### src/hdl/lssa_pkg.sv
`timescale 1ns / 1ps
`default_nettype none
// ----------------------------------------------------------------------------
// lssa_pkg
// Shared widths, reset values, codes and types of the level smoother.
// ----------------------------------------------------------------------------
package lssa_pkg;

	localparam int SAMPLE_BITS_DEF = 12;

	localparam int SEC_W      = 6;
	localparam int CNT_W      = 16;
	localparam int INT_W      = 15;
	localparam int CAL_W      = 12;
	localparam int ALM_W      = 7;
	localparam int LVL_W      = 24;
	localparam int Q_FRAC     = 8;
	localparam int CFG_IDX_W  = 2;
	localparam int CFG_DATA_W = 15;

	// level*9 fits in 27 bits; /10 is a multiply by ceil(2^30/10) and a
	// shift right by 30, exact for any value below 2^27
	localparam int LVL9_W    = 27;
	localparam int EMA_MUL   = 9;
	localparam int EMA_DIV   = 10;
	localparam int EMA_SHIFT = 30;
	localparam logic [LVL9_W-1:0] EMA_RECIP = LVL9_W'(107374183);

	// sample term scale: 2560 = 10 * 256, needs 12 bits
	localparam int TERM_SCALE   = 2560;
	localparam int TERM_SCALE_W = 12;

	localparam int HYST_PCT = 5;

	localparam logic [CNT_W-1:0] CNT_MAX   = {CNT_W{1'b1}};
	localparam logic [LVL_W-1:0] LVL_RESET = LVL_W'(12800);
	localparam logic [LVL_W-1:0] LVL_MAX   = {1'b0, {(LVL_W-1){1'b1}}};
	localparam logic [LVL_W-1:0] LVL_MIN   = {1'b1, {(LVL_W-1){1'b0}}};

	localparam logic [CAL_W-1:0] RAW_EMPTY_RST = CAL_W'(0);
	localparam logic [CAL_W-1:0] RAW_FULL_RST  = CAL_W'(1024);
	localparam logic [ALM_W-1:0] ALARM_RST     = ALM_W'(0);
	localparam logic [INT_W-1:0] INTERVAL_RST  = INT_W'(1);

	typedef enum logic [CFG_IDX_W-1:0] {
		CFG_RAW_EMPTY     = 2'd0,
		CFG_RAW_FULL      = 2'd1,
		CFG_ALARM_LEVEL   = 2'd2,
		CFG_READ_INTERVAL = 2'd3
	} cfg_idx_t;

	typedef struct packed {
		logic [CAL_W-1:0] raw_empty;
		logic [CAL_W-1:0] raw_full;
		logic [ALM_W-1:0] alarm_level;
		logic [INT_W-1:0] read_interval;
	} cfg_t;

	typedef enum logic [2:0] {
		BK_IDLE,
		BK_DIV,
		BK_SUM,
		BK_ALARM,
		BK_OUT
	} back_state_t;

endpackage

`default_nettype wire

### src/hdl/lssa_queue.sv
`timescale 1ns / 1ps
`default_nettype none
// ----------------------------------------------------------------------------
// lssa_queue
// Two-entry queue between the classifying front and the arithmetic back.
// ----------------------------------------------------------------------------
module lssa_queue #(
	parameter int W = lssa_pkg::SAMPLE_BITS_DEF + 1
) (
	input  wire          clk,
	input  wire          arst_n,
	input  wire          push,
	input  wire  [W-1:0] push_data,
	output logic         full,
	input  wire          pop,
	output logic         pop_valid,
	output logic [W-1:0] pop_data
);

	logic [W-1:0] entry_q [2];
	logic         wr_ptr_q;
	logic         rd_ptr_q;
	logic [1:0]   fill_q;

	assign full      = fill_q[1];
	assign pop_valid = fill_q != 2'd0;
	assign pop_data  = entry_q[rd_ptr_q];

	always_ff @(posedge clk) begin
		if (push) begin
			entry_q[wr_ptr_q] <= push_data;
		end
	end

	always_ff @(posedge clk or negedge arst_n) begin
		if (!arst_n) begin
			wr_ptr_q <= 1'b0;
			rd_ptr_q <= 1'b0;
			fill_q   <= 2'd0;
		end else begin
			if (push) begin
				wr_ptr_q <= ~wr_ptr_q;
			end
			if (pop) begin
				rd_ptr_q <= ~rd_ptr_q;
			end
			if (push && !pop) begin
				fill_q <= fill_q + 2'd1;
			end else if (pop && !push) begin
				fill_q <= fill_q - 2'd1;
			end
		end
	end

endmodule

`default_nettype wire

### config.mk
export PLATFORM = sky130hd
export DESIGN_NAME = lssa_queue
export DESIGN_NICKNAME = d
export VERILOG_FILES = /design/src/hdl/lssa_pkg.sv /design/src/hdl/lssa_queue.sv
export SDC_FILE = /design/constraint.sdc
export NUM_CORES = 1
export LEC_CHECK = 0
export BUFFER_PORTS_ARGS = -buffer_cell sky130_fd_sc_hd__buf_2
export CAP_MARGIN = 25
export CORE_UTILIZATION = 28
export DETAILED_ROUTE_END_ITERATION = 8
export PLACE_DENSITY = 0.6
export SYNTH_ARGS = -nofsm -noshare
export SYNTH_HDL_FRONTEND = slang
export SYNTH_SLANG_ARGS = --single-unit
### constraint.sdc
create_clock -name clk -period 1.35 [get_ports clk]
set_input_delay 0.135 -clock clk [delete_from_list [all_inputs] [get_ports clk]]
set_output_delay 0.135 -clock clk [all_outputs]
set_load 0.05 [all_outputs]
======== Word level (Yosys, flattened, before mapping) ========
Memory sizes are Yosys's and may differ from the RTL's.
Cells that the tools add are included.
storage, ports and cells
  bits in registers ....................... 4
  latch bits .............................. 0
  memory bits (writable) .................. 26
  ROM bits ................................ 0
  input bits .............................. 17
  output and inout port bits .............. 15
  logic and storage cells ................. 18
  memories ................................ 1
cells by class
  $add $sub $neg .......................... 2
  $mul .................................... 0
  divide/modulo/power cells ............... 0
  order comparisons ....................... 0
  equality and inequality tests ........... 0
  shifts and indexed selects .............. 0
  muxes and demuxes ....................... 4
  bitwise logic cells ..................... 2
  reductions and logical operators ........ 6
memory list
  memory   depth  bits a word  read ports  clocked after memory_dff  write ports  line              RTL
  entry_q  2      13           1           0                         1            lssa_queue.sv:20  logic [W-1:0] entry_q [2];
operators with widths
  kind                                               number
  2-to-1 mux 2 bit                                   2
  nonzero test 2 bit                                 2
  adder 2 x 1 -> 2 bit (second input constant)       1
  logical AND 1 bit                                  2
  zero test 1 bit                                    2
  2-to-1 mux 1 bit                                   2
  inverter 1 bit                                     2
  subtractor 2 x 1 -> 2 bit (second input constant)  1

======== Logic depth before layout (Yosys ltp) ========
Gate-level depths: netlist (run 1).
  word-level depth ........................ 4
  mapped depth ............................ 5

======== Least setup slack after synthesis (run 1) ========
Ideal clock, no wire load.
  path type ............................... reg2reg
  start ................................... register wr_ptr_q
  end ..................................... memory entry_q[0][0] (netlist bit) (enable)
  library setup time ...................... 0.384 ns
  data arrival time ....................... 1.007 ns
  data required time ...................... 0.966 ns
  path slack .............................. -0.041 ns
  cell stages (with the launch flop) ...... 2
  path buffers ............................ 0
  cells stage by stage .................... dfrtp_1 nor2b_1
RTL lines
  element                 line              RTL
  start, declared         lssa_queue.sv:21  logic wr_ptr_q;
  start signal, assigned  lssa_queue.sv:42  wr_ptr_q <= ~wr_ptr_q;
  end, declared           lssa_queue.sv:20
Straight into the memory's write port.

======== Worst setup path after layout (run 1) ========
  start ................................... register rd_ptr_q
  end ..................................... output port pop_data[4]
between the ends
  cells in the longest elaborated chain, start to end .. 1
ends and longest elaborated chain
  element                   line              RTL
  start, declared           lssa_queue.sv:22  logic rd_ptr_q;
  start signal, assigned    lssa_queue.sv:45  rd_ptr_q <= ~rd_ptr_q;
  memory read (2 x 13 bit)  n/a
  end, declared             lssa_queue.sv:17  output logic [W-1:0] pop_data
Every way passes these cells.

==> results.md, run 1 <==
- GPL Wtd Cong: 0.684
- Gr usage total: 0.0999
- Max-slew violations: 0
- Horiz. Die Dim: 65.3 um
- NumNets Final: 119
- Failing checks: setup timing
- H-Tree Depth: 2
- Slew margin rel.: 0.837
- WP data required: 1.22 ns
- Fmax: 700 MHz
- First-pass GRT wire length: 2860 um
- Max cap viols: 0
- Via density: 4.07
- Setup crit end kind: output port
- Startpoint Class: flop
- Peak supply drop: 969 uV
- Critical path capture point: pop_data[4]
- Synth cell types: 12
- Lkg Pwr: 0.642 nW
- Grt ovf: 0
- Sequential fraction of the synthesis area: 0.786
- FP Rows: 22
- Drt initial violations: 5
- DRC viols: 0
- Wire per inst: 11.6 um
- Share of cells above drive strength 1: 0.588
- RSZ-0062 raised after global routing: yes
- Starting density of the core: 0.299
- Critical path peak fanout: 5
- Pwr Density: 2420 mW/mm2
- Fin worst setup slack: -0.0794 ns
- Mapped Avg Cell Area: 20.4 um2
- Hold Crit Class: in -> reg
- Worst R2R Start: fill_q[0]
- Area post-placement: 0.00137 mm2
- Most frequent cells in the layout: 26 x edfxtp_1, 17 x buf_2, 13 x buf_6
- R2R setup slack: 0.29 ns
- Core box area: 0.00374 mm2
- Hold Fails Final Rpt: 0
- WL final: 1740 um
- Synth Register Bits: 30
- Cells on worst reg2reg path: 4
- Root Buffer: clkbuf_8
- # setup viols final: 13
- Mapped Cells: 55
- Worst slew pin tran: 0.246 ns
- Layout area overhead: 41.5%
- Number of diodes: 0
- Crit Path Category: reg -> out
- DRT Pass-1 Iters: 2
- Worst-Skew Late Latency: 0.27 ns
- Most common cell after layout, fill and taps aside: edfxtp_1
- CTS tree: yes
- CP Launch Point: rd_ptr_q
- Fin area: 0.00159 mm2
- Setup Skew: 0.00488 ns
- Die area: 0.00426 mm2
- Period utilisation layout: 1.06
- I/O Buffers: 31
- Die height: 65.3 um
- Critical Path AT: 1.29 ns
- Largest net degree at the start of global routing: 10
- Clock slew at reported path FFs: 0.06 ns
- Number of routed nets with antenna violations: 0
- Syn_nets: 73
- TritonCTS buffer count: 5
- Post-layout min period: 1.43 ns
- Worst R2R End: fill_q[1]
- Ys Warns: 0
- Total vias in the final route: 610
- Initial antenna violation count: 0
- Max Root-Sink Buffers: 2
- Io pins: 32
- Cell Area, Synth: 0.00112 mm2
- Status: finished with violations
- Clock sinks: 30
- Layout Utilization: 0.424
- Vias in the first global route: 630
==> routing by layer <==
| metal | vias up | track usage | share of wire |
|---|---|---|---|
| met5 | - | 0 | 0 |
| met4 | 0 | 0.0652 | 0.023 |
| met3 | 5 | 0.0573 | 0.068 |
| met2 | 20 | 0.159 | 0.55 |
| met1 | 288 | 0.0987 | 0.36 |
| li1 | 297 | - | - |
==> how the worst min path moves through the flow <==
stage / from / end / slack, ns / cells past startpoint
after global routing: push_data[7] / entry_q[0][7] / 0.03 / 1
after floorplan: arst_n / fill_q[0] / -0.16 / 0
after CTS: push_data[1] / entry_q[0][1] / 0.03 / 1
final: push_data[4] / entry_q[0][4] / 0.05 / 1
after detailed placement: arst_n / fill_q[1] / -0.06 / 1
after global placement: arst_n / fill_q[0] / -0.06 / 1
==> layout make-up <==
class                           count  area (um2)
Tap cell                           48        60.1
Fill cell                         367        2160
Multi-Input combinational cell     23         243
Timing Repair Buffer               40         309
Clock buffer                        8        90.1
Inverter                            1        3.75
Sequential cell                    30         881
==> state kept, by name, indices dropped and copies added (netlist names) <==
| name | cells |
|---|---|
| rd_ptr_q | 1 |
| entry_q | 26 |
| fill_q | 2 |
| wr_ptr_q | 1 |
==> per-stage QoR <==
step	hold WS, ns	setup TNS (ns)	std cells	power [mW]	setup WS, ns
after floorplan	-0.161	0	55	2.49	0.177
after global placement	-0.0564	0	139	2.83	0.154
after detailed placement	-0.0550	0	139	2.86	0.145
after CTS	0.0349	-1.14	148	3.81	-0.104
after global routing	0.0287	-1.61	150	4.04	-0.145
final	0.0508	-0.781	150	3.84	-0.0794
==> cells in the mapped netlist <==
| cell type | number | area (um2) |
|---|---|---|
| inv_1 | 1 | 3.75 |
| and2_1 | 1 | 6.26 |
| or2_2 | 1 | 6.26 |
| nor2b_1 | 1 | 6.26 |
| dfrtp_1 | 4 | 100 |
| xor2_1 | 4 | 35.0 |
| edfxtp_1 | 26 | 781 |
| xnor2_1 | 1 | 8.76 |
| nor2_1 | 1 | 3.75 |
| mux2_2 | 13 | 146 |
| ha_1 | 1 | 12.5 |
| buf_6 | 1 | 11.3 |
==> where the power goes <==
group	leakage (nW)	switching (mW)	internal, mW
sequential	0.291	0.0791	1.25
clock	0.0455	0.276	0.414
combinational	0.306	1.08	0.741
total	0.642	1.44	2.41
==> what timing repair did <==
| action | 4_1_cts | 5_1_grt |
|---|---|---|
| buffers inserted | 0 | 2 |
| setup endpoints to repair | 13 | 14 |
| hold endpoints to repair | 4 | 0 |
| gates resized for setup | 26 | 6 |
| hold buffers | 1 | 0 |
==> logic make-up (layout without fill, tap and decap cells) <==
family,Yosys count,after routing,synth area share
xor+xnor,5,5,0.0391
fa+ha+maj,1,1,0.0112
buf+inv,2,49,0.0134
flops,30,30,0.786
mux,13,13,0.131
simple gates,4,4,0.0201
==> critical path, cell delays in order (launching register included) <==
cell     delay, ns
dfrtp_1       0.35
buf_4         0.15
mux2_2        0.33
buf_4         0.19
(Power assumes the default switching activity.)
==> inputs of run 2 (changes only) <==
Settings changed: CORE_UTILIZATION 28 to 44, PLACE_DENSITY 0.6 to 0.82.
==> results.md, run 2 (same netlist as run 1, synthesis figures left out) <==
- Status: finished with violations
- Failing checks: setup timing
- RSZ-0062 raised after global routing: yes
- Pwr Density: 2260 mW/mm2 (-6.6%)
- Max Root-Sink Buffers: 2 (unchanged)
- Switch Pwr: 1.53 mW (+6.8%)
- GPL Wtd Cong: 0.632 (-7.6%)
- CTS tree: yes
- Regs by FF count: entry_q x26, fill_q x2
- Most common cell after layout, fill and taps aside: edfxtp_1
- Grt ovf: 0 (unchanged)
- Max reg flops: 26 (unchanged)
- Largest net degree at the start of global routing: 10 (unchanged)
- FP Rows: 17 (-23%)
- Fin worst setup slack: -0.149 ns (-0.0692 ns)
- Critical path peak fanout: 7 (+2)
- Most frequent cells in the layout: 26 x edfxtp_1, 17 x buf_2, 15 x dlygate4sd3_1
- Layout area overhead: 56.6%
- Post-layout min period: 1.50 ns (+0.0692 ns)
- Cells on worst reg2reg path: 2 (-2)
- Period utilisation layout: 1.11 (+0.0513)
- Number of routed nets with antenna violations: 0 (unchanged)
- Drt initial violations: 25 (+20)
- Hold Crit Depth: 2 (+1)
- Max-slew violations: 0 (unchanged)
- Fmax: 667 MHz (-4.6%)
- Clock sinks: 30 (unchanged)
- NumNets Final: 133 (+12%)
- Final HPWL DP: 1370 um
- Area post-placement: 0.00135 mm2 (-1.8%)
- Peak supply drop: 1680 uV (+73%)
- Total vias in the final route: 686 (+12%)
- Comb pwr share: 0.542 (+0.068)
- Hold Crit Class: in -> reg
- DRC viols: 0 (unchanged)
- Clock network power share: 0.122 (-0.057)
- Internal power: 2.43 mW (+1.2%)
- Share of cells above drive strength 1: 0.517 (-0.0710)
- DRT Pass-1 Iters: 4 (+2)
- Clock slew at reported path FFs: 0.09 ns (+0.03 ns)
- R2R setup slack: 0.31 ns (+0.02 ns)
- Starting density of the core: 0.488 (+0.189)
- Horiz. Die Dim: 52.5 um (-20%)
- Gr usage total: 0.184 (+0.0842)
- Final Power: 3.97 mW (+3.3%)
- Die height: 52.5 um (-20%)
- Vias in the first global route: 742 (+18%)
- Number of diodes: 0 (unchanged)
- Setup crit end kind: output port
- Die area: 0.00275 mm2 (-35%)
- Initial antenna violation count: 0 (unchanged)
- Root Buffer: clkbuf_4
- Sw Ratio: 0.387 (+0.0127)
- TritonCTS buffer count: 5 (unchanged)
- Startpoint Class: flop
- Wire per inst: 14.7 um (+27%)
- Via density: 4.76 (+17%)
- Max cap viols: 0 (unchanged)
- # setup viols final: 13 (unchanged)
- Crit Path Category: reg -> out
- First-pass GRT wire length: 3310 um (+16%)
- Worst R2R Start: wr_ptr_q
- Setup Skew: 0.00742 ns (+0.00254 ns)
- Core box area: 0.00230 mm2 (-39%)
- WP data required: 1.22 ns (about the same)
- Hold endpoint: wr_ptr_q
- I/O Buffers: 31 (unchanged)
- Critical Path AT: 1.36 ns (+0.07 ns)
- Worst slew pin tran: 0.246 ns (+0.000520 ns)
- WL final: 2120 um (+22%)
- Hold_sp: push
- Largest Register: entry_q
- Worst R2R End: entry_q[0][1]
- Fin area: 0.00176 mm2 (+11%)
- Sequential Power Share: 0.336 (-0.010)
- Io pins: 32 (unchanged)
- Worst-Skew Late Latency: 0.33 ns (+0.06 ns)
- Lkg Pwr: 0.745 nW (+16%)
- H-Tree Depth: 2 (unchanged)
- Hold Fails Final Rpt: 0 (unchanged)
- Slew margin rel.: 0.837 (about the same)
-- run 2: critical path: stages, from the launching register on --
cell and delay (ns):
dfrtp_1 0.41, buf_6 0.16, mux2_4 0.31, buf_8 0.15
-- run 2: worst max-delay path by stage --
stage,cells after the start,start,end,slack [ns]
detailed placement,3,rd_ptr_q,pop_data[4],0.16
global placement,3,rd_ptr_q,pop_data[10],0.18
global route,3,rd_ptr_q,pop_data[4],-0.21
floorplan,1,fill_q[1],pop_valid,0.18
CTS,3,rd_ptr_q,pop_data[4],-0.16
finish,3,rd_ptr_q,pop_data[4],-0.15
-- run 2: repair_timing --
action,4_1_cts,5_1_grt
hold endpoints to repair,31,0
endpoints found under the setup margin,14,14
buffers inserted,1,1
resized for setup,43,13
hold buffers,15,0
pin swaps,0,0
-- run 2: per-layer routing --
metal | wire [um] | track usage | up-vias | share of wire
li1 | - | - | 325 | -
met1 | 757 | 0.173 | 335 | 0.36
met2 | 1210 | 0.331 | 23 | 0.57
met3 | 119 | 0.0986 | 3 | 0.056
met4 | 30 | 0.0658 | 0 | 0.014
met5 | 0 | 0 | - | 0
-- run 2: metrics by stage --
| step | std cells | setup slack [ns] | setup TNS, ns | hold slack [ns] | util |
|---|---|---|---|---|---|
| floorplan | 55 | 0.177 | 0 | -0.161 | - |
| global placement | 119 | 0.182 | 0 | -0.0550 | 0.587 |
| detailed placement | 119 | 0.155 | 0 | -0.0489 | 0.587 |
| CTS | 143 | -0.161 | -2.03 | 0.0319 | 0.740 |
| global route | 144 | -0.209 | -2.59 | 0.0271 | 0.764 |
| finish | 144 | -0.149 | -1.80 | 0.0412 | 0.764 |
-- run 2: cell type report --
type | count | area, um2
Clock inverter | 2 | 8.76
Clock buffer | 6 | 41.3
Inverter | 1 | 3.75
Fill cell | 143 | 542
Timing Repair Buffer | 54 | 509
Multi-Input combinational cell | 23 | 277
Sequential cell | 30 | 881
Tap cell | 28 | 35.0
-- run 2: power groups by stage --
stage / combinational (mW) / sequential [mW] / clock [mW]
finish: 2.15 / 1.33 / 0.483
global route: 2.24 / 1.35 / 0.539
CTS: 1.98 / 1.33 / 0.498
detailed placement: 1.48 / 1.36 / 0
global placement: 1.47 / 1.34 / 0
floorplan: 1.09 / 1.40 / 0
