$ cat config.mk
export PLATFORM = sky130hd
export DESIGN_NAME = lssa_front
export DESIGN_NICKNAME = d
export VERILOG_FILES = /design/src/hdl/lssa_pkg.sv /design/src/hdl/lssa_front.sv
export SDC_FILE = /design/constraint.sdc
export NUM_CORES = 1
export LEC_CHECK = 0
export BUFFER_PORTS_ARGS = -buffer_cell sky130_fd_sc_hd__buf_2
export CELL_PAD_IN_SITES_DETAIL_PLACEMENT = 2
export CELL_PAD_IN_SITES_GLOBAL_PLACEMENT = 2
export CORE_ASPECT_RATIO = 1.5
export CORE_MARGIN = 5
export CORE_UTILIZATION = 31
export CTS_CLUSTER_SIZE = 8
export DETAILED_ROUTE_END_ITERATION = 6
export PLACE_DENSITY_LB_ADDON = 0.1
export RECOVER_POWER = 25
export SLEW_MARGIN = 20
export SYNTH_ARGS = -nofsm -noshare
export SYNTH_HDL_FRONTEND = slang
export SYNTH_SLANG_ARGS = --single-unit
$ cat constraint.sdc
create_clock -name clk -period 3.8 [get_ports clk]
set_input_delay 0.19 -clock clk [delete_from_list [all_inputs] [get_ports clk]]
set_output_delay 0.19 -clock clk [all_outputs]
set_load 0.01 [all_outputs]
$ cat src/hdl/lssa_pkg.sv
`timescale 1ns / 1ps
`default_nettype none
// ----------------------------------------------------------------------------
// lssa_pkg
// Shared widths, reset values, codes and types of the level smoother.
// ----------------------------------------------------------------------------
package lssa_pkg;

	localparam int SAMPLE_BITS_DEF = 12;

	localparam int SEC_W      = 6;
	localparam int CNT_W      = 16;
	localparam int INT_W      = 15;
	localparam int CAL_W      = 12;
	localparam int ALM_W      = 7;
	localparam int LVL_W      = 24;
	localparam int Q_FRAC     = 8;
	localparam int CFG_IDX_W  = 2;
	localparam int CFG_DATA_W = 15;

	// level*9 fits in 27 bits; /10 is a multiply by ceil(2^30/10) and a
	// shift right by 30, exact for any value below 2^27
	localparam int LVL9_W    = 27;
	localparam int EMA_MUL   = 9;
	localparam int EMA_DIV   = 10;
	localparam int EMA_SHIFT = 30;
	localparam logic [LVL9_W-1:0] EMA_RECIP = LVL9_W'(107374183);

	// sample term scale: 2560 = 10 * 256, needs 12 bits
	localparam int TERM_SCALE   = 2560;
	localparam int TERM_SCALE_W = 12;

	localparam int HYST_PCT = 5;

	localparam logic [CNT_W-1:0] CNT_MAX   = {CNT_W{1'b1}};
	localparam logic [LVL_W-1:0] LVL_RESET = LVL_W'(12800);
	localparam logic [LVL_W-1:0] LVL_MAX   = {1'b0, {(LVL_W-1){1'b1}}};
	localparam logic [LVL_W-1:0] LVL_MIN   = {1'b1, {(LVL_W-1){1'b0}}};

	localparam logic [CAL_W-1:0] RAW_EMPTY_RST = CAL_W'(0);
	localparam logic [CAL_W-1:0] RAW_FULL_RST  = CAL_W'(1024);
	localparam logic [ALM_W-1:0] ALARM_RST     = ALM_W'(0);
	localparam logic [INT_W-1:0] INTERVAL_RST  = INT_W'(1);

	typedef enum logic [CFG_IDX_W-1:0] {
		CFG_RAW_EMPTY     = 2'd0,
		CFG_RAW_FULL      = 2'd1,
		CFG_ALARM_LEVEL   = 2'd2,
		CFG_READ_INTERVAL = 2'd3
	} cfg_idx_t;

	typedef struct packed {
		logic [CAL_W-1:0] raw_empty;
		logic [CAL_W-1:0] raw_full;
		logic [ALM_W-1:0] alarm_level;
		logic [INT_W-1:0] read_interval;
	} cfg_t;

	typedef enum logic [2:0] {
		BK_IDLE,
		BK_DIV,
		BK_SUM,
		BK_ALARM,
		BK_OUT
	} back_state_t;

endpackage

`default_nettype wire

$ cat src/hdl/lssa_front.sv
`timescale 1ns / 1ps
`default_nettype none
// ----------------------------------------------------------------------------
// lssa_front
// Accepts items, tracks second changes and decides whether a sample is taken.
// ----------------------------------------------------------------------------
module lssa_front #(
	parameter int SAMPLE_BITS = lssa_pkg::SAMPLE_BITS_DEF
) (
	input  wire                             clk,
	input  wire                             arst_n,
	input  wire                             item_valid,
	output logic                            item_stall,
	input  wire  [lssa_pkg::SEC_W-1:0]      second_now,
	input  wire  [SAMPLE_BITS-1:0]          sample_raw,
	input  wire  [lssa_pkg::INT_W-1:0]      read_interval,
	input  wire                             q_full,
	output logic                            push,
	output logic [SAMPLE_BITS:0]            push_data
);

	logic [lssa_pkg::SEC_W-1:0] prev_second_q;
	logic [lssa_pkg::CNT_W-1:0] second_count_q;
	logic [lssa_pkg::CNT_W-1:0] count_adv;
	logic                       taken;

	assign item_stall = q_full;
	assign push       = item_valid & ~q_full;

	always_comb begin
		count_adv = second_count_q;
		if (second_now != prev_second_q && second_count_q != lssa_pkg::CNT_MAX) begin
			count_adv = second_count_q + 1'b1;
		end
		taken = count_adv >= {1'b0, read_interval};
	end

	assign push_data = {taken, sample_raw};

	always_ff @(posedge clk or negedge arst_n) begin
		if (!arst_n) begin
			prev_second_q  <= '0;
			second_count_q <= '0;
		end else if (push) begin
			prev_second_q  <= second_now;
			second_count_q <= taken ? '0 : count_adv;
		end
	end

endmodule

`default_nettype wire

== After elaboration in Yosys (flattened, before gate mapping) ==
Index checks and enable logic that the tools add are counted.

* Memory bits (writable): 0
* Bits in registers: 22
* Output and inout port bits: 15
* Memories: 0
* Logic and storage cells: 11
* Bits in latches: 0
* Memory bits (read-only): 0

* Equal/unequal tests: 2
* Mux-type cells: 2
* Magnitude comparators: 1
* $mul: 0
* Bitwise operators: 2
* Shift-type cells: 0
* Add/subtract/negate cells: 1
* Reduce and logical (&&, ||, !) cells: 1
* Div/mod/pow operators: 0

{| class="wikitable"
|+ Operators by type and width
! kind !! count
|-
| 16-bit 2-to-1 mux || 2
|-
| 16-bit by 1-bit adder with 16-bit output (second input constant) || 1
|-
| 16-bit by 15-bit >= comparator with 1-bit output || 1
|-
| 16-bit != test (second input constant) || 1
|-
| 6-bit != test || 1
|-
| 1-bit AND || 1
|-
| 1-bit logical AND || 1
|-
| 1-bit NOT || 1
|}

== Longest topological paths before layout ==
Gate-level depths: netlist of the first run.

* Depth in word-level cells: 5
* Gate-level depth with buffers: 16
* Gate-level depth less buffers: 15

== Worst setup path after synthesis of the first run ==
No wires, ideal clock.

* Kind: reg-to-reg
* From: register second_count_q[0] (netlist name)
* To: register second_count_q[1] (netlist name)
* Slack: 386 ps
* Arrival: 3347 ps
* Stages on the path, launching flop included: 16
* Path buffers: 1
* Period minus slack after synthesis: 3414 ps
* Cells stage by stage: dfrtp_1 ha_1 nand4_1 or4_4 o21ai_2 buf_6 nor3_1 nand2_1 nand2_1 ha_1 a21o_1 a21o_1 nor3b_1 mux2i_4 nor3_2 a32o_1

* Cells in the longest elaborated chain, start to end: 5
* Elaborated cells between the ends (all ways): 6
* Classes of those cells: 1 x add/sub; 1 x order compare; 1 x eq/ne; 2 x mux; 1 x reduce/logical

{| class="wikitable"
|+ Ends and longest elaborated chain
! item !! RTL line !! source
|-
| from (decl) || lssa_front.sv:23 || <nowiki>logic [lssa_pkg::CNT_W-1:0] second_count_q;</nowiki>
|-
| from (signal assigned) || lssa_front.sv:46 || <nowiki>second_count_q <= taken ? '0 : count_adv;</nowiki>
|-
| parallel branches: the longest is 2 deep, another holds 16-bit by 1-bit adder with 16-bit output || -- ||
|-
| 16-bit 2-to-1 mux (*) || lssa_front.sv:32 || <nowiki>if (second_now != prev_second_q && second_count_q != lssa_pkg::CNT_MAX) begin</nowiki>
|-
| 16-bit by 15-bit >= comparator with 1-bit output || lssa_front.sv:35 || <nowiki>taken = count_adv >= {1'b0, read_interval};</nowiki>
|-
| 16-bit 2-to-1 mux (*) || lssa_front.sv:46 ||
|}

Mark *: on every way between the ends.
A chain may end at the register's enable or synchronous reset.

== Worst setup path in the final report of the first run ==
* From: register second_count_q[0] (netlist name)
* To: output push_data[12]

* Cells in the longest elaborated chain, start to end: 4
* Elaborated cells between the ends (all ways): 5
* Classes of those cells: 1 x add/sub; 1 x order compare; 1 x eq/ne; 1 x mux; 1 x reduce/logical

{| class="wikitable"
|+ Ends and longest elaborated chain
! item !! RTL line !! source
|-
| parallel branches: the longest is 2 deep, another holds 16-bit by 1-bit adder with 16-bit output || -- ||
|-
| 16-bit 2-to-1 mux (*) || lssa_front.sv:32 ||
|-
| 16-bit by 15-bit >= comparator with 1-bit output (*) || lssa_front.sv:35 ||
|-
| to (decl) || lssa_front.sv:19 || <nowiki>output logic [SAMPLE_BITS:0] push_data</nowiki>
|}

Marks and branches as above.

==> impl_metrics.csv, run 1 <==
group,metric,value,unit
sta,whs,133,ps
yosys,syn_avg_cell_area,8.33,µm²
route,dr.pass1.iters,3,
cells_and_area,nets,326,
global_route,grt.busiest_layer,"met2",
worst_setup_path,cp_top_family,"simple AND/OR/NAND/NOR gates",
yosys,async_reset_ff_share,100,%
sta,skew,3.15,ps
cells_and_area,fin_cells,346,
cts,cts_buffers,3,
cts,clk_pin_slew,90,ps
sta,hold_viol,0,
sta,finalSetupTns,0,ps
floorplan,dieArea,8180,µm²
worst_setup_path,cp_max_fo,9,
pwr,seqPwrFrac,33.8,%
cts,cts_tree,"built",
yosys,syn_nets,293,
status,status,"finished clean",
sta,worst_pin_slew,557,ps
cts,cts_max_level,1,
yosys,post_synth_num_cell_types,54,
sta,fin_crit_sh,96.5,%
yosys,synth-edff-count,0,
yosys,synth.most_common_cell,"nand2_1",
worst_setup_path,crit_type,"flop to output port",
route,wire_per_inst,17.1,µm
cts,cts.path.max_buffers,2,
cells_and_area,areaGrowthSynthToFinish,17.7,%
pwr,power_density,406,nW/µm²
route,ant_nets,0,
yosys,ys_ff_latch,22,
route,drtIter0Drc,40,
floorplan,die_x,75.6,µm
route,wl,5900,µm
cts,cts_root_buffer,"clkbuf_8",
pwr,comb_power_share,47.6,%
yosys,synth.area.top_cells,"dfrtp_1, ha_1, nand2_1",
cts,clk_latency,270,ps
global_route,grtUsageMet1,17.3,%
place,place.gp.congestion,0.837,
sta,setup_viol,0,
global_route,grt_use_met2,29.0,%
global_route,grt_pass1_wl,9600,µm
yosys,yosysWarnings,0,
sta,final.setup.worst_slack,132,ps
global_route,grt_pass1_vias,2035,
route,drc,0,
sta,period_minus_slack,3670,ps
cells_and_area,n_antenna_cell,0,
sta,fmax,273,MHz
place,placedCellCount,337,
worst_setup_path,startpoint_type,"flop",
place,postPlaceCellArea,2200,µm²
floorplan,die_y,108,µm
yosys,synth_top_area_share,27.6,%
sta,maxSlewHeadroom,62.6,%
pwr,intPower,0.571,mW
pwr,clock_power_share,18.6,%
floorplan,ios,52,
pwr,leakage,1.17,nW
cts,cts_sinks,22,
worst_setup_path,arrival,3480,ps
floorplan,rows,35,
pwr,p_sw_share,40.3,%
route,num_vias,1829,
pwr,peakVddDrop,0.000160,V
place,dpl_worst_slack,39.0,ps
worst_setup_path,crit_path_cell_trace,"ha_4, nand4_1, or4_4, o21ai_4, nor3_1, nand2_1, nand2_1, ha_1, a21o_1, a21o_1, nor3b_4, mux2i_4, nor2_2, inv_2, buf_2",
yosys,synth_area,2000,µm²
flow_run,maxCapViolCount,0,
worst_setup_path,required,3610,ps
global_route,antenna_found_initial,0,
pwr,p_total,0.956,mW
place,port_buffers,27,
global_route,grt-ovfl-total,0,
worst_setup_path,path_buf_inv,2,
pwr,switchingPower,0.385,mW
global_route,grtUsageMet3,2.05,%
place,place_hpwl,4800,µm
global_route,grt_start_max_net_pins,23,
worst_setup_path,slowest_delay,570,ps
yosys,synth-main-ff-cell,"dfrtp_1",
sta,slew_viol_final,0,
worst_setup_path,cpMaxStageDelayCell,"or4_4",
yosys,synthTopCellsByCount,"nand2_1, dfrtp_1, inv_1, ha_1, buf_4",
cells_and_area,nFillCells,741,
floorplan,coreArea,6220,µm²
yosys,syn_inst,240,
yosys,netlist.top_cell.by_area,"dfrtp_1",
cells_and_area,final_util,37.8,%
route,viasPerCell,5.29,
floorplan,start_util,32.1,%
yosys,yosysSeqAreaShare,27.6,%
cells_and_area,design_area,2350,µm²
hold_path,hold_path.class,"primary input to flop",
worst_setup_path,endpoint_kind,"output port",
global_route,grt_util_all_layers,15.4,%
cells_and_area,drive_above_1_share,25.7,%
==> final cells by class <==
type / count / area (µm²) / area share (%)
Sequential cell: 22 / 551 / 23.4
Clock buffer: 4 / 55.1 / 2.34
Multi-Input combinational cell: 174 / 1270 / 53.8
Inverter: 23 / 86.3 / 3.67
Tap cell: 74 / 92.6 / 3.94
Timing Repair Buffer: 49 / 302 / 12.8
==> routing by layer <==
| layer | up-vias | part of all wire (%) |
|---|---|---|
| met1 | 901 | 41 |
| met4 | 0 | 2.2 |
| met5 | - | 0 |
| met2 | 26 | 55 |
| li1 | 892 | - |
| met3 | 10 | 2.3 |
==> worst register-to-register path, stage by stage, from the launching register on <==
cell     delay, ps
dfrtp_1        410
ha_4           190
nand4_1        100
or4_4          570
o21ai_4        150
nor3_1         120
nand2_1        120
nand2_1         80
ha_1           300
a21o_1         180
a21o_1         210
nor3b_4        260
mux2i_4        160
nor3_2         310
buf_4          210
a32o_1         160
==> cells by family (layout without fill, tap and decap cells) <==
group,count (synthesis),in the layout,synth area share (%)
buf+inv,44,76,11.8
compound gates,50,50,19.0
flops,22,22,27.6
simple gates,88,88,22.0
xor+xnor,17,17,7.45
fa+ha+maj,16,16,10.0
mux,3,3,2.19
==> cell usage in the layout, fill, tap and decap left out, drive strengths merged, types with 4 or more instances in the layout <==
master  netlist  final
buf          17     47
nand2        37     37
dfrtp        22     22
inv          22     22
ha           16     16
nor2         15     15
xnor2        12     12
nand3         7      7
o21ai         7      7
o31ai         6      6
nand4         6      6
nor3          6      6
a21oi         6      6
xor2          5      5
a21o          5      5
clkbuf        4      5
a22o          4      4
or4           4      4
==> state kept, by name, summed over array words and instances (netlist names) <==
signal and count:
prev_second_q 6, second_count_q 16
==> timing repair <==
item	4_1_cts	5_1_grt
setup endpoints to repair	1	5
setup buffers	0	4
gates resized for setup	7	7
hold buffers	1	0
hold endpoints to repair	22	0
pin swaps	0	2
==> power by group through the flow <==
stage	clock, mW	sequential (mW)	combinational (mW)
2_1_floorplan	0	0.327	0.271
3_3_place_gp	0	0.327	0.404
3_5_place_dp	0	0.330	0.415
4_1_cts	0.183	0.324	0.427
5_1_grt	0.196	0.329	0.510
6_report	0.178	0.323	0.455
==> worst paths after layout <==
| kind | from | endpoint | slack (ps) | cells past startpoint |
|---|---|---|---|---|
| setup / recovery | second_count_q[0] | push_data[12] | 130 | 15 |
| min in group asynchronous | arst_n | prev_second_q[0] | 420 | 2 |
| hold reg to reg | prev_second_q[3] | prev_second_q[3] | 500 | 2 |
| hold / removal | second_now[2] | prev_second_q[2] | 130 | 3 |
| max in group asynchronous | arst_n | second_count_q[7] | 3020 | 2 |
| setup reg to reg | second_count_q[0] | second_count_q[1] | 230 | 15 |
No activity file was read; power rests on OpenSTA's default activity.
==> run 2: changes to the inputs <==
--- a/config.mk
+++ b/config.mk
@@ -10,7 +10,7 @@
 export CELL_PAD_IN_SITES_GLOBAL_PLACEMENT = 2
 export CORE_ASPECT_RATIO = 1.5
 export CORE_MARGIN = 5
-export CORE_UTILIZATION = 31
+export CORE_UTILIZATION = 33
 export CTS_CLUSTER_SIZE = 8
 export DETAILED_ROUTE_END_ITERATION = 6
 export PLACE_DENSITY_LB_ADDON = 0.1
==> constraint.sdc (replaced) <==
create_clock -name clk -period 4.3 [get_ports clk]
set_input_delay 0.215 -clock clk [delete_from_list [all_inputs] [get_ports clk]]
set_output_delay 0.215 -clock clk [all_outputs]
set_load 0.01 [all_outputs]
==> impl_metrics.csv, run 2 (synthesis results as in run 1) <==
group,metric,value,unit
place,placedCellCount,322,
sta,fmax,247,MHz
route,wire_per_inst,17.5,µm
worst_setup_path,cp_top_family,"simple AND/OR/NAND/NOR gates",
worst_setup_path,startpoint_type,"flop",
flow_run,maxCapViolCount,0,
cells_and_area,largest_reg_flops,16,
sta,setup_viol,0,
global_route,grt_pass1_vias,2043,
floorplan,start_util,34.3,%
cts,cts.path.max_buffers,2,
hold_path,hold_path.class,"primary input to flop",
cts,cts_root_buffer,"clkbuf_8",
worst_setup_path,endpoint_kind,"output port",
worst_setup_path,slowest_delay,560,ps
worst_setup_path,cpMaxStageDelayCell,"or4_4",
floorplan,rows,34,
cells_and_area,areaGrowthSynthToFinish,8.27,%
global_route,grt_util_all_layers,15.9,%
worst_setup_path,path_buf_inv,2,
sta,whs,156,ps
cells_and_area,layout_common_cells,"nand2_1, buf_2, inv_1, dfrtp_1, ha_1",
worst_setup_path,crit_path_cell_trace,"ha_1, nand4_1, or4_4, o21ai_2, or2_4, o21ai_0, nand2_1, ha_1, a21o_1, a21o_1, nor3b_2, mux2i_4, nor2_1, inv_1, buf_2",
sta,worst_pin_slew,1270,ps
cts,cts_buffers,3,
route,num_vias,1807,
cts,cts_sinks,22,
global_route,antenna_found_initial,0,
sta,hold_viol,0,
cells_and_area,nets,309,
place,place_hpwl,4590,µm
cts,post_cts_buffers,0,
pwr,leakage,1.08,nW
route,ant_nets,0,
place,place.gp.congestion,0.767,
sta,fin_crit_sh,94.1,%
cts,clk_pin_slew,90,ps
pwr,peakVddDrop,0.000158,V
global_route,grt_pass1_wl,9750,µm
cells_and_area,drive_above_1_share,17.7,%
route,wl,5700,µm
floorplan,ios,52,
cells_and_area,fin_cells,326,
sta,maxSlewHeadroom,15.4,%
worst_setup_path,required,4090,ps
sta,slew_viol_final,0,
cts,cts_tree,"built",
cells_and_area,regMostFlops,"second_count_q",
route,drc,0,
status,status,"finished clean",
sta,skew,11.3,ps
floorplan,coreArea,5830,µm²
route,dr.pass1.iters,4,
worst_setup_path,arrival,3830,ps
floorplan,die_x,73.5,µm
worst_setup_path,crit_type,"flop to output port",
pwr,power_density,346,nW/µm²
sta,rsz0062_at_grt,"false",
sta,finalSetupTns,0,ps
cells_and_area,final_common_cell,"nand2_1",
cells_and_area,reg_top3,"second_count_q (16), prev_second_q (6)",
global_route,grt-ovfl-total,0,
place,dpl_worst_slack,293,ps
cells_and_area,n_antenna_cell,0,
route,drtIter0Drc,40,
floorplan,die_y,105,µm
cts,cts_max_level,1,
cts,clk_latency,270,ps
global_route,grt_start_max_net_pins,23,
floorplan,dieArea,7740,µm²
cells_and_area,nFillCells,684,
sta,period_minus_slack,4050,ps
worst_setup_path,cp_max_fo,11,
place,port_buffers,27,
sta,final.setup.worst_slack,253,ps
route,viasPerCell,5.54,
[run 2: power breakdown]
group	internal, mW	switching, mW	total [mW]
Combinational	0.133	0.179	0.312
Sequential	0.245	0.0559	0.301
Clock	0.0628	0.0729	0.136
Total	0.441	0.308	0.749
[run 2: layout make-up]
class | count | area (µm²) | share of cell area (%)
sequential | 22 | 551 | 25.4
timing repair buffer | 32 | 173 | 7.98
tap | 72 | 90.1 | 4.16
inverter | 23 | 86.3 | 3.99
multi-input combinational | 174 | 1220 | 56.5
clock buffer | 3 | 41.3 | 1.91
[run 2: metrics by stage]
step           area (µm²)  utilization, %  total power, mW
2_1_floorplan        2000               -            0.529
3_3_place_gp         2100            36.1            0.604
3_5_place_dp         2100            36.1            0.617
4_1_cts              2160            37.1            0.761
5_1_grt              2160            37.1            0.818
6_report             2160            37.1            0.749
[run 2: repair_timing]
action,in CTS,in global routing
hold buffers,1,0
gates cloned,0,0
hold endpoints to repair,22,0
endpoints found under the setup margin,1,3
gates resized for setup,1,2
[run 2: final timing paths]
| check | start | endpoint | slack, ps | cells past startpoint |
|---|---|---|---|---|
| max | second_count_q[0] | push_data[12] | 250 | 15 |
| min | second_now[4] | prev_second_q[4] | 160 | 3 |
| max reg2reg | second_count_q[0] | second_count_q[0] | 420 | 14 |
| min reg2reg | prev_second_q[2] | prev_second_q[2] | 500 | 2 |
| max in group asynchronous | arst_n | prev_second_q[2] | 2800 | 2 |
| min in group asynchronous | arst_n | second_count_q[5] | 740 | 2 |
[run 2: routing by layer]
metal / GRT usage [%] / vias up / share of wire, %
met2: 31.3 / 28 / 58
met5: 0 / - / 0
met3: 2.00 / 5 / 3.1
met4: 3.50 / 0 / 0.97
met1: 17.2 / 918 / 38
li1: - / 856 / -
[run 2: worst reg2reg max path, stage by stage (launching register included)]
cell	delay, ps
dfrtp_1	450
ha_1	270
nand4_1	140
or4_4	560
o21ai_2	190
or4_1	280
xnor2_1	150
ha_1	270
and3_1	180
o21ai_0	230
a21boi_0	140
o21bai_2	240
buf_4	180
o31ai_1	340
a22o_1	200
==> run 3: changes to the inputs <==
--- a/config.mk
+++ b/config.mk
@@ -6,14 +6,11 @@
 export NUM_CORES = 1
 export LEC_CHECK = 0
 export BUFFER_PORTS_ARGS = -buffer_cell sky130_fd_sc_hd__buf_2
-export CELL_PAD_IN_SITES_DETAIL_PLACEMENT = 2
-export CELL_PAD_IN_SITES_GLOBAL_PLACEMENT = 2
 export CORE_ASPECT_RATIO = 1.5
 export CORE_MARGIN = 5
-export CORE_UTILIZATION = 33
+export CORE_UTILIZATION = 40
 export CTS_CLUSTER_SIZE = 8
 export DETAILED_ROUTE_END_ITERATION = 6
-export PLACE_DENSITY_LB_ADDON = 0.1
 export RECOVER_POWER = 25
 export SLEW_MARGIN = 20
 export SYNTH_ARGS = -nofsm -noshare
==> impl_metrics.csv, run 3 (synthesis results as in run 1) <==
group,metric,value,unit
sta,fin_crit_sh,94.3,%
floorplan,die_y,96.6,µm
worst_setup_path,r2r_slack,390,ps
pwr,peakVddDrop,0.000186,V
place,place.gp.congestion,0.796,
global_route,grtUsageMet3,1.85,%
cts,post_cts_buffers,0,
route,wire_per_inst,13.4,µm
worst_setup_path,r2r_cells,14,
cells_and_area,nets,308,
pwr,leakage,1.08,nW
cells_and_area,drive_above_1_share,17.3,%
global_route,grtUsageMet1,16.8,%
route,drtIter0Drc,78,
sta,slew_viol_final,0,
worst_setup_path,crit_start,"second_count_q[0]",
cells_and_area,layout_common_cells,"nand2_1, buf_2, inv_1, dfrtp_1, ha_1",
place,port_buffers,27,
worst_setup_path,cp-endpoint,"push_data[12]",
pwr,comb_power_share,39.4,%
cells_and_area,areaGrowthSynthToFinish,7.89,%
global_route,grt_pass1_wl,7360,µm
cts,clk_pin_slew,80,ps
global_route,grt_pass1_vias,1694,
pwr,p_sw_share,38.6,%
flow_run,maxCapViolCount,0,
cells_and_area,regMostFlops,"second_count_q",
floorplan,ios,52,
pwr,intPower,0.455,mW
cells_and_area,largest_reg_flops,16,
worst_setup_path,crit_path_cell_trace,"ha_1, nand4_1, or4_4, o21ai_2, nor3_1, nand2_1, nand2_1, ha_1, a21o_1, a21o_1, nor3b_1, mux2i_4, nor2_1, inv_1, buf_2",
hold_path,hold_path_depth,3,
sta,setup_viol,0,
sta,period_minus_slack,4050,ps
sta,hold_viol,0,
route,dr.pass1.iters,4,
pwr,power_density,344,nW/µm²
worst_setup_path,required,4090,ps
cts,cts_tree,"built",
pwr,seqPwrFrac,40.3,%
route,wl,4300,µm
worst_setup_path,endpoint_kind,"output port",
sta,fmax,247,MHz
cells_and_area,final_common_cell,"nand2_1",
sta,rsz0062_at_grt,"false",
route,viasPerCell,5.24,
global_route,grt-ovfl-total,0,
route,ant_nets,0,
cells_and_area,reg_top3,"second_count_q (16), prev_second_q (6)",
route,drc,0,
worst_setup_path,rr_endpoint,"second_count_q[1]",
sta,worst_pin_slew,521,ps
cts,clk_latency,260,ps
global_route,grt.busiest_layer,"met2",
pwr,switchingPower,0.286,mW
worst_setup_path,cpMaxStageDelayCell,"or4_4",
cells_and_area,n_antenna_cell,0,
floorplan,rows,31,
sta,skew,3.73,ps
cts,cts_buffers,3,
worst_setup_path,crit_type,"flop to output port",
cts,cts_sinks,22,
floorplan,dieArea,6540,µm²
floorplan,coreArea,4850,µm²
status,status,"finished clean",
floorplan,die_x,67.7,µm
worst_setup_path,slowest_delay,560,ps
pwr,clock_power_share,20.3,%
global_route,grt_start_max_net_pins,23,
sta,final.setup.worst_slack,246,ps
global_route,antenna_found_initial,0,
place,dpl_worst_slack,434,ps
worst_setup_path,arrival,3840,ps
worst_setup_path,startpoint_type,"flop",
global_route,grt_use_met2,26.2,%
place,place_hpwl,3390,µm
cts,cts_root_buffer,"clkbuf_8",
floorplan,start_util,41.2,%
global_route,grt_util_all_layers,14.5,%
hold_path,hold_path.class,"primary input to flop",
cts,cts.path.max_buffers,2,
cts,cts_max_level,1,
worst_setup_path,cp_max_fo,11,
route,num_vias,1677,
sta,finalSetupTns,0,ps
worst_setup_path,worstReg2RegStart,"second_count_q[0]",
sta,maxSlewHeadroom,65.1,%
## run 3: cell counts in the layout (fill, tap and decap cells not counted)
Identical to the previous run, type by type.
## run 3: repair_timing
item | in CTS | in global routing
hold buffers | 1 | 0
resized for setup | 0 | 1
hold endpoints to repair | 22 | 0
setup endpoints to repair | 0 | 1
## run 3: metal layers
metal	share of wire [%]	up-vias
met1	43	764
met4	2.4	0
li1	-	860
met5	0	-
met3	4.6	10
met2	50	43
## run 3: final cells by class
| class | count | area (µm²) |
|---|---|---|
| Fill cell | 497 | 2690 |
| Multi-Input combinational cell | 174 | 1210 |
| Sequential cell | 22 | 551 |
| Timing Repair Buffer | 31 | 166 |
| Inverter | 23 | 86.3 |
| Tap cell | 66 | 82.6 |
| Clock buffer | 4 | 55.1 |
## run 3: worst max-delay path, delay by kind of cell (launching register included)
kind	cells	cell delay (ps)
and+or+nand+nor	7	1550
AOI/OAI and AO/OA	3	560
adders and majority gates	2	540
DFF	1	440
buffers and inverters	2	290
muxes	1	200
## run 3: worst min-delay path by stage
stage / to / start / slack (ps)
floorplan: prev_second_q[0] / arst_n / -80
global placement: prev_second_q[3] / arst_n / 220
detailed placement: prev_second_q[0] / arst_n / 220
CTS: prev_second_q[3] / second_now[3] / 160
global route: prev_second_q[3] / second_now[3] / 170
finish: prev_second_q[3] / second_now[3] / 160
## run 3: power by group through the flow
| stage | Combinational [mW] | Sequential (mW) | Clock [mW] |
|---|---|---|---|
| floorplan | 0.239 | 0.289 | 0 |
| global placement | 0.291 | 0.301 | 0 |
| detailed placement | 0.295 | 0.302 | 0 |
| CTS | 0.298 | 0.298 | 0.155 |
| global route | 0.340 | 0.305 | 0.165 |
| finish | 0.292 | 0.299 | 0.150 |
## run 3: per-stage QoR
step                      instances  hold WS (ps)  instance area, µm²  util [%]  total power [mW]
after detailed placement        315           222                2090      43.1             0.598
final                           320           161                2160      44.5             0.741
after CTS                       320           162                2150      44.4             0.750
after floorplan                 240         -80.6                2000         -             0.529
after global routing            320           167                2160      44.5             0.810
after global placement          315           220                2090      43.1             0.592
